==> config.mk <==
export PLATFORM = sky130hd
export DESIGN_NAME = throttle_linear_ramp_top_flat
export DESIGN_NICKNAME = d
export VERILOG_FILES = /design/src/sv/trl_pkg.sv /design/src/sv/trl_if.sv /design/src/sv/trl_ctrl.sv /design/src/sv/trl_dp.sv /design/src/sv/throttle_linear_ramp_top.sv /design/src/flat_wrapper.sv
export SDC_FILE = /design/constraint.sdc
export NUM_CORES = 1
export LEC_CHECK = 0
export BUFFER_PORTS_ARGS = -buffer_cell sky130_fd_sc_hd__buf_4
export CAP_MARGIN = 0
export CORE_MARGIN = 2
export CORE_UTILIZATION = 64
export CTS_BUF_LIST = sky130_fd_sc_hd__clkbuf_16
export CTS_CLUSTER_DIAMETER = 30
export DETAILED_ROUTE_END_ITERATION = 10
export PLACE_DENSITY = 0.89
export SLEW_MARGIN = 15
export SYNTH_ARGS = -nofsm -noshare
export SYNTH_HDL_FRONTEND = slang
export SYNTH_SLANG_ARGS = --single-unit
==> constraint.sdc <==
create_clock -name clk -period 10 [get_ports clk]
set_input_delay 2 -clock clk [delete_from_list [all_inputs] [get_ports clk]]
set_output_delay 2 -clock clk [all_outputs]
set_load 0.005 [all_outputs]
==> src/sv/trl_pkg.sv <==
// ----------------------------------------------------------------------------
// trl_pkg
// shared widths, register indexes and controller/datapath command types
// ----------------------------------------------------------------------------
`default_nettype none

package trl_pkg;

  localparam int THR_W      = 10;
  localparam int TIME_W     = 32;
  localparam int SPD_W      = 8;
  localparam int WAIT_W     = 16;
  localparam int CFG_IDX_W  = 3;
  localparam int CFG_DATA_W = 16;
  // |throttle offset| * |speed span| <= 1023 * 255 < 2**18
  localparam int QUO_W      = 18;

  typedef enum logic [CFG_IDX_W-1:0] {
    CFG_THR_NEUTRAL      = 3'd0,
    CFG_FULL_THROTTLE    = 3'd1,
    CFG_MIN_SPEED        = 3'd2,
    CFG_MAX_SPEED        = 3'd3,
    CFG_RAMP_STEP        = 3'd4,
    CFG_WAIT_MS          = 3'd5
  } cfg_idx_t;

  typedef struct packed {
    logic load;
    logic mul;
    logic div_step;
    logic finish;
  } trl_cmd_t;

  typedef struct packed {
    logic out_free;
  } trl_sts_t;

endpackage

`default_nettype wire

==> src/sv/trl_if.sv <==
// ----------------------------------------------------------------------------
// trl interfaces
// request, result and configuration channels with valid/ready handshake
// ----------------------------------------------------------------------------
`default_nettype none

interface trl_in_if;
  logic                       valid;
  logic                       ready;
  logic [trl_pkg::THR_W-1:0]  throttle;
  logic [trl_pkg::TIME_W-1:0] time_ms;
  modport source (output valid, output throttle, output time_ms, input ready);
  modport sink   (input valid, input throttle, input time_ms, output ready);
endinterface

interface trl_out_if;
  logic                      valid;
  logic                      ready;
  logic [trl_pkg::SPD_W-1:0] speed;
  logic [trl_pkg::SPD_W-1:0] target_speed;
  logic                      stepped;
  modport source (output valid, output speed, output target_speed, output stepped,
                  input ready);
  modport sink   (input valid, input speed, input target_speed, input stepped,
                  output ready);
endinterface

interface trl_cfg_if;
  logic                           valid;
  logic                           ready;
  logic [trl_pkg::CFG_IDX_W-1:0]  index;
  logic [trl_pkg::CFG_DATA_W-1:0] data;
  modport source (output valid, output index, output data, input ready);
  modport sink   (input valid, input index, input data, output ready);
endinterface

`default_nettype wire

==> src/sv/trl_ctrl.sv <==
// ----------------------------------------------------------------------------
// trl_ctrl
// sequences one request through product, serial divide and finish
// ----------------------------------------------------------------------------
`default_nettype none

module trl_ctrl (
  input  wire logic              clk,
  input  wire logic              rst,
  input  wire logic              in_valid,
  output logic                   in_ready,
  input  wire trl_pkg::trl_sts_t sts,
  output trl_pkg::trl_cmd_t      cmd
);

  localparam int CNT_W = $clog2(trl_pkg::QUO_W);
  localparam logic [CNT_W-1:0] CNT_LAST = CNT_W'(trl_pkg::QUO_W - 1);

  typedef enum logic [2:0] {
    ST_IDLE,
    ST_MUL,
    ST_DIV,
    ST_FIN
  } state_t;

  state_t           state;
  logic [CNT_W-1:0] cnt;

  always_comb begin
    cmd          = '0;
    in_ready     = (state == ST_IDLE);
    cmd.load     = (state == ST_IDLE) && in_valid;
    cmd.mul      = (state == ST_MUL);
    cmd.div_step = (state == ST_DIV);
    cmd.finish   = (state == ST_FIN) && sts.out_free;
  end

  always_ff @(posedge clk) begin
    if (rst) begin
      state <= ST_IDLE;
      cnt   <= '0;
    end else begin
      unique case (state)
        ST_IDLE: begin
          if (in_valid) state <= ST_MUL;
        end
        ST_MUL: begin
          cnt   <= '0;
          state <= ST_DIV;
        end
        ST_DIV: begin
          cnt <= cnt + CNT_W'(1);
          if (cnt == CNT_LAST) state <= ST_FIN;
        end
        ST_FIN: begin
          if (sts.out_free) state <= ST_IDLE;
        end
        default: state <= ST_IDLE;
      endcase
    end
  end

endmodule

`default_nettype wire

==> src/sv/trl_dp.sv <==
// ----------------------------------------------------------------------------
// trl_dp
// config registers, mapping product, restoring divider, ramp state, output reg
// ----------------------------------------------------------------------------
`default_nettype none

module trl_dp (
  input  wire logic                           clk,
  input  wire logic                           rst,
  input  wire trl_pkg::trl_cmd_t              cmd,
  output trl_pkg::trl_sts_t                   sts,
  input  wire logic                           cfg_we,
  input  wire logic [trl_pkg::CFG_IDX_W-1:0]  cfg_index,
  input  wire logic [trl_pkg::CFG_DATA_W-1:0] cfg_data,
  input  wire logic [trl_pkg::THR_W-1:0]      in_throttle,
  input  wire logic [trl_pkg::TIME_W-1:0]     in_time_ms,
  output logic                                out_valid,
  input  wire logic                           out_ready,
  output logic [trl_pkg::SPD_W-1:0]           out_speed,
  output logic [trl_pkg::SPD_W-1:0]           out_target_speed,
  output logic                                out_stepped
);

  localparam int THR_W  = trl_pkg::THR_W;
  localparam int SPD_W  = trl_pkg::SPD_W;
  localparam int QUO_W  = trl_pkg::QUO_W;
  localparam int TIME_W = trl_pkg::TIME_W;
  localparam int DIFF_W = THR_W + 1;
  localparam int SPAN_W = SPD_W + 1;
  localparam int PROD_W = DIFF_W + SPAN_W;
  localparam int VAL_W  = QUO_W + 3;

  // configuration
  logic [THR_W-1:0]           thr_neutral;
  logic [THR_W-1:0]           full_throttle;
  logic [SPD_W-1:0]           min_speed;
  logic [SPD_W-1:0]           max_speed;
  logic [SPD_W-1:0]           ramp_step;
  logic [trl_pkg::WAIT_W-1:0] wait_ms;

  // ramp state
  logic [SPD_W-1:0]  current_speed;
  logic [TIME_W-1:0] last_step_time;

  // working registers
  logic signed [DIFF_W-1:0] thr_off;
  logic signed [SPAN_W-1:0] spd_span;
  logic signed [DIFF_W-1:0] den;
  logic [TIME_W-1:0]        now;
  logic [QUO_W-1:0]         quo;
  logic [THR_W-1:0]         rem;
  logic [THR_W-1:0]         dmag;
  logic                     neg;

  logic signed [PROD_W-1:0] prod;
  logic [PROD_W-1:0]        prod_abs;
  logic [DIFF_W-1:0]        den_abs;
  logic [THR_W:0]           shifted;
  logic                     sub_ok;

  logic signed [VAL_W-1:0]  qs;
  logic signed [VAL_W-1:0]  val;
  logic signed [VAL_W-1:0]  lo_s;
  logic signed [VAL_W-1:0]  hi_s;
  logic [SPD_W-1:0]         target;
  logic [TIME_W-1:0]        elapsed;
  logic                     step;
  logic [SPD_W:0]           up_sum;
  logic signed [SPD_W+1:0]  dn_diff;
  logic [SPD_W-1:0]         speed_next;

  always_ff @(posedge clk) begin
    if (rst) begin
      thr_neutral      <= '0;
      full_throttle    <= '1;
      min_speed        <= '0;
      max_speed        <= '1;
      ramp_step        <= SPD_W'(1);
      wait_ms          <= trl_pkg::WAIT_W'(10);
    end else if (cfg_we) begin
      unique case (cfg_index)
        trl_pkg::CFG_THR_NEUTRAL:      thr_neutral      <= cfg_data[THR_W-1:0];
        trl_pkg::CFG_FULL_THROTTLE:    full_throttle    <= cfg_data[THR_W-1:0];
        trl_pkg::CFG_MIN_SPEED:        min_speed        <= cfg_data[SPD_W-1:0];
        trl_pkg::CFG_MAX_SPEED:        max_speed        <= cfg_data[SPD_W-1:0];
        trl_pkg::CFG_RAMP_STEP:        ramp_step        <= cfg_data[SPD_W-1:0];
        trl_pkg::CFG_WAIT_MS:          wait_ms          <= cfg_data;
        default: ;
      endcase
    end
  end

  // product and magnitudes
  always_comb begin
    prod     = PROD_W'(thr_off) * PROD_W'(spd_span);
    prod_abs = prod[PROD_W-1] ? PROD_W'(-prod) : PROD_W'(prod);
    den_abs  = den[DIFF_W-1] ? DIFF_W'(-den) : DIFF_W'(den);
  end

  // one restoring divide bit
  always_comb begin
    shifted = {rem, quo[QUO_W-1]};
    sub_ok  = shifted >= {1'b0, dmag};
  end

  // target mapping, clamp and ramp step
  always_comb begin
    qs   = neg ? -VAL_W'({1'b0, quo}) : VAL_W'({1'b0, quo});
    lo_s = VAL_W'({1'b0, min_speed});
    hi_s = VAL_W'({1'b0, max_speed});
    val  = (den == '0) ? lo_s : qs + lo_s;
    if (val > hi_s) val = hi_s;
    if (val < lo_s) val = lo_s;
    target = val[SPD_W-1:0];

    elapsed = now - last_step_time;
    step    = elapsed >= TIME_W'(wait_ms);

    up_sum  = {1'b0, current_speed} + {1'b0, ramp_step};
    dn_diff = $signed({2'b00, current_speed}) - $signed({2'b00, ramp_step});

    speed_next = current_speed;
    if (current_speed < target) begin
      speed_next = (up_sum >= {1'b0, max_speed}) ? max_speed : up_sum[SPD_W-1:0];
    end else if (current_speed > target) begin
      speed_next = (dn_diff <= $signed({2'b00, min_speed})) ? min_speed
                                                             : dn_diff[SPD_W-1:0];
    end
  end

  always_ff @(posedge clk) begin
    if (cmd.load) begin
      thr_off  <= $signed({1'b0, in_throttle}) - $signed({1'b0, thr_neutral});
      spd_span <= $signed({1'b0, max_speed}) - $signed({1'b0, min_speed});
      den      <= $signed({1'b0, full_throttle}) - $signed({1'b0, thr_neutral});
      now      <= in_time_ms;
    end
    if (cmd.mul) begin
      quo  <= prod_abs[QUO_W-1:0];
      rem  <= '0;
      dmag <= den_abs[THR_W-1:0];
      neg  <= prod[PROD_W-1] ^ den[DIFF_W-1];
    end
    if (cmd.div_step) begin
      quo <= {quo[QUO_W-2:0], sub_ok};
      rem <= sub_ok ? THR_W'(shifted - {1'b0, dmag}) : shifted[THR_W-1:0];
    end
    if (cmd.finish) begin
      out_speed        <= step ? speed_next : current_speed;
      out_target_speed <= target;
      out_stepped      <= step;
    end
  end

  always_ff @(posedge clk) begin
    if (rst) begin
      current_speed  <= '0;
      last_step_time <= '0;
      out_valid      <= 1'b0;
    end else begin
      if (cmd.finish) begin
        out_valid <= 1'b1;
        if (step) begin
          current_speed  <= speed_next;
          last_step_time <= now;
        end
      end else if (out_ready) begin
        out_valid <= 1'b0;
      end
    end
  end

  assign sts.out_free = !out_valid || out_ready;

endmodule

`default_nettype wire

==> src/sv/throttle_linear_ramp_top.sv <==
// a request runs through the product, 18 divide steps and finish from
//   request accept to result valid; finish waits until the output register is free
// one request at a time, paced by the 1-bit-per-cycle divider
// a result waits in the output register while the next request is accepted
// reset (rst, synchronous): config to defaults, speed and last step time to
//   zero, no result pending
// ----------------------------------------------------------------------------
// throttle_linear_ramp_top
// maps throttle linearly to a target speed and slews the held speed toward it
// ----------------------------------------------------------------------------
`default_nettype none

module throttle_linear_ramp_top (
  input  wire logic clk,
  input  wire logic rst,
  trl_in_if.sink    sample,
  trl_out_if.source result,
  trl_cfg_if.sink   cfg
);

  trl_pkg::trl_cmd_t cmd;
  trl_pkg::trl_sts_t sts;

  // config writes are taken on any cycle
  assign cfg.ready = 1'b1;

  // controller: request handshake and step sequencing
  trl_ctrl u_ctrl (
    .clk      (clk),
    .rst      (rst),
    .in_valid (sample.valid),
    .in_ready (sample.ready),
    .sts      (sts),
    .cmd      (cmd)
  );

  // datapath: mapping, serial divider, ramp state and output register
  trl_dp u_dp (
    .clk              (clk),
    .rst              (rst),
    .cmd              (cmd),
    .sts              (sts),
    .cfg_we           (cfg.valid),
    .cfg_index        (cfg.index),
    .cfg_data         (cfg.data),
    .in_throttle      (sample.throttle),
    .in_time_ms       (sample.time_ms),
    .out_valid        (result.valid),
    .out_ready        (result.ready),
    .out_speed        (result.speed),
    .out_target_speed (result.target_speed),
    .out_stepped      (result.stepped)
  );

endmodule

`default_nettype wire

==> src/flat_wrapper.sv <==
// flat-port wrapper written by rule: the top's interface ports become plain ports
module throttle_linear_ramp_top_flat 
  (clk, rst, sample_valid, sample_throttle, sample_time_ms, sample_ready, result_valid, result_speed, result_target_speed, result_stepped, result_ready, cfg_valid, cfg_index, cfg_data, cfg_ready);
  trl_in_if sample_i ();
  trl_out_if result_i ();
  trl_cfg_if cfg_i ();
  input  wire logic clk;
  input  wire logic rst;
  input wire logic [$bits(sample_i.valid)-1:0] sample_valid;
  input wire logic [$bits(sample_i.throttle)-1:0] sample_throttle;
  input wire logic [$bits(sample_i.time_ms)-1:0] sample_time_ms;
  output wire logic [$bits(sample_i.ready)-1:0] sample_ready;
  output wire logic [$bits(result_i.valid)-1:0] result_valid;
  output wire logic [$bits(result_i.speed)-1:0] result_speed;
  output wire logic [$bits(result_i.target_speed)-1:0] result_target_speed;
  output wire logic [$bits(result_i.stepped)-1:0] result_stepped;
  input wire logic [$bits(result_i.ready)-1:0] result_ready;
  input wire logic [$bits(cfg_i.valid)-1:0] cfg_valid;
  input wire logic [$bits(cfg_i.index)-1:0] cfg_index;
  input wire logic [$bits(cfg_i.data)-1:0] cfg_data;
  output wire logic [$bits(cfg_i.ready)-1:0] cfg_ready;
  assign sample_i.valid = sample_valid;
  assign sample_i.throttle = sample_throttle;
  assign sample_i.time_ms = sample_time_ms;
  assign sample_ready = sample_i.ready;
  assign result_valid = result_i.valid;
  assign result_speed = result_i.speed;
  assign result_target_speed = result_i.target_speed;
  assign result_stepped = result_i.stepped;
  assign result_i.ready = result_ready;
  assign cfg_i.valid = cfg_valid;
  assign cfg_i.index = cfg_index;
  assign cfg_i.data = cfg_data;
  assign cfg_ready = cfg_i.ready;
  throttle_linear_ramp_top u_core (.clk(clk), .rst(rst), .sample(sample_i), .result(result_i), .cfg(cfg_i));
endmodule
Word level (Yosys, flattened, before mapping)
Index checks and enable logic that the tools add are counted.

word-level totals
  output and inout bits = 20
  latch bits = 0
  memories kept = 0
  bits in read-only memories = 0
  word-level logic and storage cells = 96
  register bits after elaboration = 228
  bits in writable memories = 0

cells by class
  equal/unequal tests = 12
  magnitude comparators = 8
  shifts and indexed selects = 0
  reduce and logical (&&, ||, !) cells = 17
  divide/modulo/power cells = 0
  bitwise operators = 1
  $add $sub $neg = 12
  muxes and demuxes = 23
  multipliers = 1

operator list
  cell                                                              number
  21-bit two-way mux                                                3
  18-bit two-way mux                                                3
  8-bit two-way mux                                                 6
  10-bit two-way mux                                                4
  32-bit by 16-bit greater-or-equal comparator with 1-bit output    1
  32-bit subtractor                                                 1
  10-bit by 10-bit subtractor with 11-bit output                    2
  21-bit by 9-bit adder with 21-bit output                          1
  21-bit by 9-bit > comparator with 1-bit output                    1
  21-bit by 9-bit < comparator with 1-bit output                    1
  18-bit negator with 21-bit output                                 1
  11-bit by 9-bit multiplier with 20-bit output                     1
  18-bit negator                                                    1
  8-bit by 8-bit subtractor with 9-bit output                       2
  2-bit AND reduction                                               7
  3-bit by 2-bit == test with 1-bit output (second input constant)  4
  3-bit one-hot mux with 4 select lines                             1
  11-bit by 10-bit greater-or-equal comparator with 1-bit output    1
  11-bit zero test                                                  1
  10-bit negator                                                    1
  5-bit one-hot mux with 2 select lines                             1
  10-bit subtractor                                                 1
  8-bit by 8-bit adder with 9-bit output                            1
  9-bit by 8-bit greater-or-equal comparator with 1-bit output      1
  other kinds (17)                                                  27

Longest topological paths before layout
  depth in word-level cells = 12
  gate-level depth with buffers = 47
  mapped depth without buffers = 44

By module
From an unflattened synthesis, not the netlist that was laid out.

unflattened totals
  cells, all modules = 2326
  area total of the unflattened synthesis = 20229.4 µm²

modules (own cells, without submodules)
  module                    cells each  sequential area each (µm²)  area each (µm²)  times used
  trl_dp                    2279        5595.4                      19802.7          1
  trl_ctrl                  45          140.1                       415.4            1
  throttle_linear_ramp_top  2           0.0                         11.3             1

Worst setup path before layout
Ideal clock, no wire load.

  kind = reg-to-reg
  start = reg u_core.u_dp.neg
  end = reg u_core.u_dp.out_speed[2] (netlist bit), data pin
  setup time = 260 ps
  required time = 9740 ps
  period minus slack after synthesis = 8448 ps
  slack = 1552 ps
  arrival = 8188 ps
  cell stages (with the launch flop) = 46
  cells stage by stage = edfxtp_1 > clkbuf_1 > clkbuf_1 > clkbuf_1 > nor2b_1 > xnor2_1 > ha_1 > nand3_1 > a21boi_0 > o21ai_0 > nand2b_1 > xnor2_1 > o21ai_0 > ha_1 > a211o_1 > o221ai_1 > a21oi_1 > o22ai_1 > (+10 left out) > a31o_1 > a211o_1 > buf_6 > buf_6 > mux2i_1 > ha_1 > nor2b_1 > o21a_1 > o21a_1 > o21ai_0 > nand2b_1 > a21oi_1 > o21ai_0 > clkbuf_1 > nor2_1 > a31oi_1 > o21ai_0 > mux2_2

between the ends
  cells in the longest elaborated chain, start to end = 11
  elaborated cells between the ends (all ways) = 12
  those cells by class = 1 x add/sub; 4 x order compare; 7 x mux

RTL lines
  item                                            line           RTL
  from (decl)                                     trl_dp.sv:53   logic neg;
  from (signal assigned)                          trl_dp.sv:142  neg <= prod[PROD_W-1] ^ den[DIFF_W-1];
  21-bit two-way mux (*)                          trl_dp.sv:108  qs = neg ? -VAL_W'({1'b0, quo}) : VAL_W'({1'b0, quo});
  21-bit by 9-bit adder with 21-bit output (*)    trl_dp.sv:111  val = (den == '0) ? lo_s : qs + lo_s;
  21-bit two-way mux (*)                          trl_dp.sv:111
  21-bit by 9-bit > comparator with 1-bit output  trl_dp.sv:112  if (val > hi_s) val = hi_s;
  21-bit two-way mux (*)                          trl_dp.sv:112
  21-bit by 9-bit < comparator with 1-bit output  trl_dp.sv:113  if (val < lo_s) val = lo_s;
  8-bit two-way mux (*)                           trl_dp.sv:113
  8-bit > comparator                              trl_dp.sv:125  end else if (current_speed > target) begin
  8-bit two-way mux                               trl_dp.sv:125
  8-bit two-way mux (*)                           trl_dp.sv:123  if (current_speed < target) begin
  8-bit two-way mux (*)                           n/a
  to (signal assigned)                            trl_dp.sv:149  out_speed <= step ? speed_next : current_speed;
  to (decl)                                       trl_dp.sv:19   output logic [trl_pkg::SPD_W-1:0] out_speed,

Mark *: on every way between the ends. The rest lies on a longest branch, timed or not.
A chain may end at the register's enable or synchronous reset.

Worst setup path in the final report
  start = reg u_core.u_dp.quo[1]
  end = reg u_core.u_dp.out_speed[3] (netlist bit), data pin

between the ends
  cells in the longest elaborated chain, start to end = 12
  elaborated cells between the ends (all ways) = 13
  those cells by class = 2 x add/sub; 4 x order compare; 7 x mux

RTL lines
  item                                            line           RTL
  from (decl)                                     trl_dp.sv:50   logic [QUO_W-1:0] quo;
  from (signal assigned)                          trl_dp.sv:139  quo <= prod_abs[QUO_W-1:0];
  from (signal assigned)                          trl_dp.sv:145  quo <= {quo[QUO_W-2:0], sub_ok};
  18-bit negator with 21-bit output               trl_dp.sv:108
  21-bit two-way mux (*)                          trl_dp.sv:108
  21-bit by 9-bit adder with 21-bit output (*)    trl_dp.sv:111
  21-bit two-way mux (*)                          trl_dp.sv:111
  21-bit by 9-bit > comparator with 1-bit output  trl_dp.sv:112
  21-bit two-way mux (*)                          trl_dp.sv:112
  21-bit by 9-bit < comparator with 1-bit output  trl_dp.sv:113
  8-bit two-way mux (*)                           trl_dp.sv:113
  8-bit > comparator                              trl_dp.sv:125
  8-bit two-way mux                               trl_dp.sv:125
  8-bit two-way mux (*)                           trl_dp.sv:123
  8-bit two-way mux (*)                           n/a

Marked as above.

==> results.yml <==
status:
  outcome: "finished, final reports clean"
detailed_routing:
  dr.pass1.iters: 6
  vias: 16100
  drt-initial-drc-count: 1702
  drcViolationCount: 0
  via_per_inst: 6.18
  drtAntennaViolNets: 0
  wl_per_cell_um: 19.0
  wl_mm: 49.5
cells_and_area:
  area_growth_pct: 13.3
  nNetsFinal: 2532
  layout.cells.non_filler: 2603
  drive_gt1_frac: 0.105
  final_area_mm2: 0.0217
clocking:
  cts_sinks: 227
  root_buffer: "clkbuf_16"
  hold_buffers: 0
  htree_num_levels: 2
  path_clk_slew_ns: 0.05
  cts_buffers: 48
  cts_tree: "done"
  cts_buffer_depth: 3
  clk_latency_ns: 0.56
timing:
  layout_min_cycle_time_ns: 8.90
  slew_viol_final: 0
  fmax_mhz: 112
  relSlewSlack: 0.214
  worstMarginPinSlew_ns: 1.18
  grt_setup_unrepaired: "no"
  min_period_over_period: 0.890
  hold_violations: 0
  skew_ns: 0.0217
  setup_viol: 0
  hold_slack_ns: 0.457
  finalSetupTns_ns: 0
logic_synthesis:
  syn-cell-area_mm2: 0.0191
  synth_warnings: 0
  yosysSeqAreaShare: 0.300
  synth_cell_types: 85
  yosysTopAreaCell: "edfxtp_1"
  synth.area.top_cells: "edfxtp_1 (19%), ha_1 (13%), dfxtp_1 (11%)"
  synth_cells: 2107
  synth_nets: 2466
  synth_edf_count: 119
  async_reset_ff_frac: 0
  syn_avg_cell_area_um2: 9.07
  ys.flop_type: "edfxtp_1"
  synth_top_cell_area_share: 0.187
  ys_ff_latch: 227
placement:
  dp_cells: 2511
  placed_area_mm2: 0.0200
  portBuffers: 84
  hpwlAfterDp_mm: 36.0
  routabilityCongestion: 0.991
floorplanning:
  core-area_mm2: 0.0296
  die_area_mm2: 0.0313
  floorplan.initialDensity: 0.647
  row_count: 63
  io_pins: 86
  die_width_um: 177
  die_height_um: 177
critical_path:
  cp_max_fo: 17
  cp-start-kind: "flop"
  crit_type: "flop to flop"
  slowest_delay_ns: 0.45
  slowest_stage: "edfxtp_1"
  cp.arrival_ns: 9.31
  critPathCaptureType: "flop"
  required_ns: 10.41
global_routing:
  grt.overflow.total: 0
  antenna_found_initial: 1
  grt_max_degree: 64
  grt_pass1_wl_mm: 79.3
  grt_usage: 0.317
  grt_pass1_vias: 16000
worst_hold_path:
  hold_class: "flop to flop"
job:
  maxCapViolations: 0
==> path summary, 6_finish.rpt <==
kind / startpoint / endpoint / slack (ns) / cells after the start
hold / removal: u_core.u_dp.wait_ms[9]$_SDFFE_PP0P_ / u_core.u_dp.wait_ms[9]$_SDFFE_PP0P_ / 0.46 / 2
setup reg to reg: u_core.u_dp.quo[1]$_DFFE_PP_ / u_core.u_dp.out_speed[3]$_DFFE_PP_ / 1.10 / 42
setup / recovery: u_core.u_dp.quo[1]$_DFFE_PP_ / u_core.u_dp.out_speed[3]$_DFFE_PP_ / 1.10 / 42
hold reg to reg: u_core.u_dp.wait_ms[9]$_SDFFE_PP0P_ / u_core.u_dp.wait_ms[9]$_SDFFE_PP0P_ / 0.46 / 2
==> through the flow <==
step	setup WS, ns	util
3_5_place_dp	0.833	0.676
6_report	1.10	0.733
2_1_floorplan	1.55	-
4_1_cts	0.725	0.732
3_3_place_gp	1.17	0.676
5_1_grt	0.219	0.733
==> cell usage after synthesis, types with 13 or more instances <==
cell type  number
and2_1         44
clkbuf_1       71
edfxtp_1      119
nor2_1         82
xor2_1         48
xnor2_1        77
dfxtp_1       108
nand3_1        13
nand4_1        18
o21ai_0       113
o21a_1         14
nand2b_1       30
ha_1          201
a211oi_1       20
nand2_1       284
nor3_1         23
o211ai_1       20
a21oi_1       148
mux2i_1        40
inv_1         227
a21o_1         68
fa_1           92
mux2_2         20
nor2b_1        31
==> cells by family (layout without fill, tap and decap cells) <==
family                     Yosys count  after routing  synth area share
AOI/OAI and AO/OA                  483            483             0.161
xor gates and xnor gates           126            126            0.0581
adders and majority gates          293            293             0.228
buffers and inverters              309            414            0.0630
DFF                                227            227             0.300
muxes                               68             68            0.0380
other                                1              2          0.000196
and+or+nand+nor                    600            600             0.152
==> worst max-delay path: cells and delay by family, from the launching register on <==
kind	cells	cell delay, ns
flops	1	0.45
simple gates	9	1.19
xor+xnor	2	0.24
mux	3	0.90
compound gates	21	4.23
buf+inv	2	0.32
fa+ha+maj	5	1.40
==> area by class of cell <==
class                           count  area [um^2]
Sequential cell                   227         5740
Inverter                          227          852
Multi-Input combinational cell   1571        12200
Antenna cell                        1         2.50
Fill cell                        1977         7900
Tap cell                          390          488
Clock buffer                       52         1300
Clock inverter                     37          343
Timing Repair Buffer               98          746
==> layout by cell type (no fill, tap or decap), types with 7 or more instances in the layout <==
cell type and n:
a21boi_0 9, o21a_1 14, or3_1 11, o21ai_0 113, inv_1 229, mux2_2 20
nand3_1 13, a21oi_1 148, o211ai_1 20, xor2_1 48, or4_1 7, buf_4 96
clkbuf_16 52, nor3_1 23, o21bai_1 9, o31ai_1 11, nand4_1 18, a31oi_1 11
clkinv_4 8, nand2b_1 30, a21o_1 68, nand2_1 284, a221oi_1 7, xnor2_1 77
dfxtp_1 108, inv_6 10, and2_1 43, and3_1 8, ha_1 201, fa_1 92
edfxtp_1 119, nor2b_1 31, nor2_1 81, mux2i_1 40, nor4_1 10, a211oi_1 20
==> per-layer routing <==
metal,up-vias,track usage,part of all wire
met5,-,0,0
met4,0,0.114,0.032
met3,143,0.0569,0.088
met2,820,0.531,0.48
met1,7676,0.412,0.40
li1,7439,-,-
==> sequential cells by signal (all words and copies together) (netlist names) <==
signal / flops
u_core.u_dp.current_speed: 8
u_core.u_dp.ramp_step: 8
u_core.u_ctrl.state: 2
u_core.u_dp.thr_neutral: 10
u_core.u_dp.den: 11
u_core.u_dp.full_throttle: 10
u_core.u_dp.neg: 1
u_core.u_dp.out_speed: 8
u_core.u_dp.out_stepped: 1
u_core.u_dp.rem: 10
u_core.u_dp.out_valid: 1
u_core.u_ctrl.cnt: 5
u_core.u_dp.out_target_speed: 8
u_core.u_dp.wait_ms: 16
u_core.u_dp.max_speed: 8
u_core.u_dp.now: 32
u_core.u_dp.spd_span: 9
u_core.u_dp.dmag: 10
u_core.u_dp.last_step_time: 32
u_core.u_dp.quo: 18
u_core.u_dp.thr_off: 11
u_core.u_dp.min_speed: 8
==> what timing repair did <==
item / in CTS / in global routing
resized for setup: 0 / 1
setup buffers: 0 / 1
setup endpoints to repair: 0 / 12
endpoints found under the hold margin: 0 / 0
Power is not shown: default switching activity piles up to over one toggle a cycle in this logic, so the estimate is an artifact.
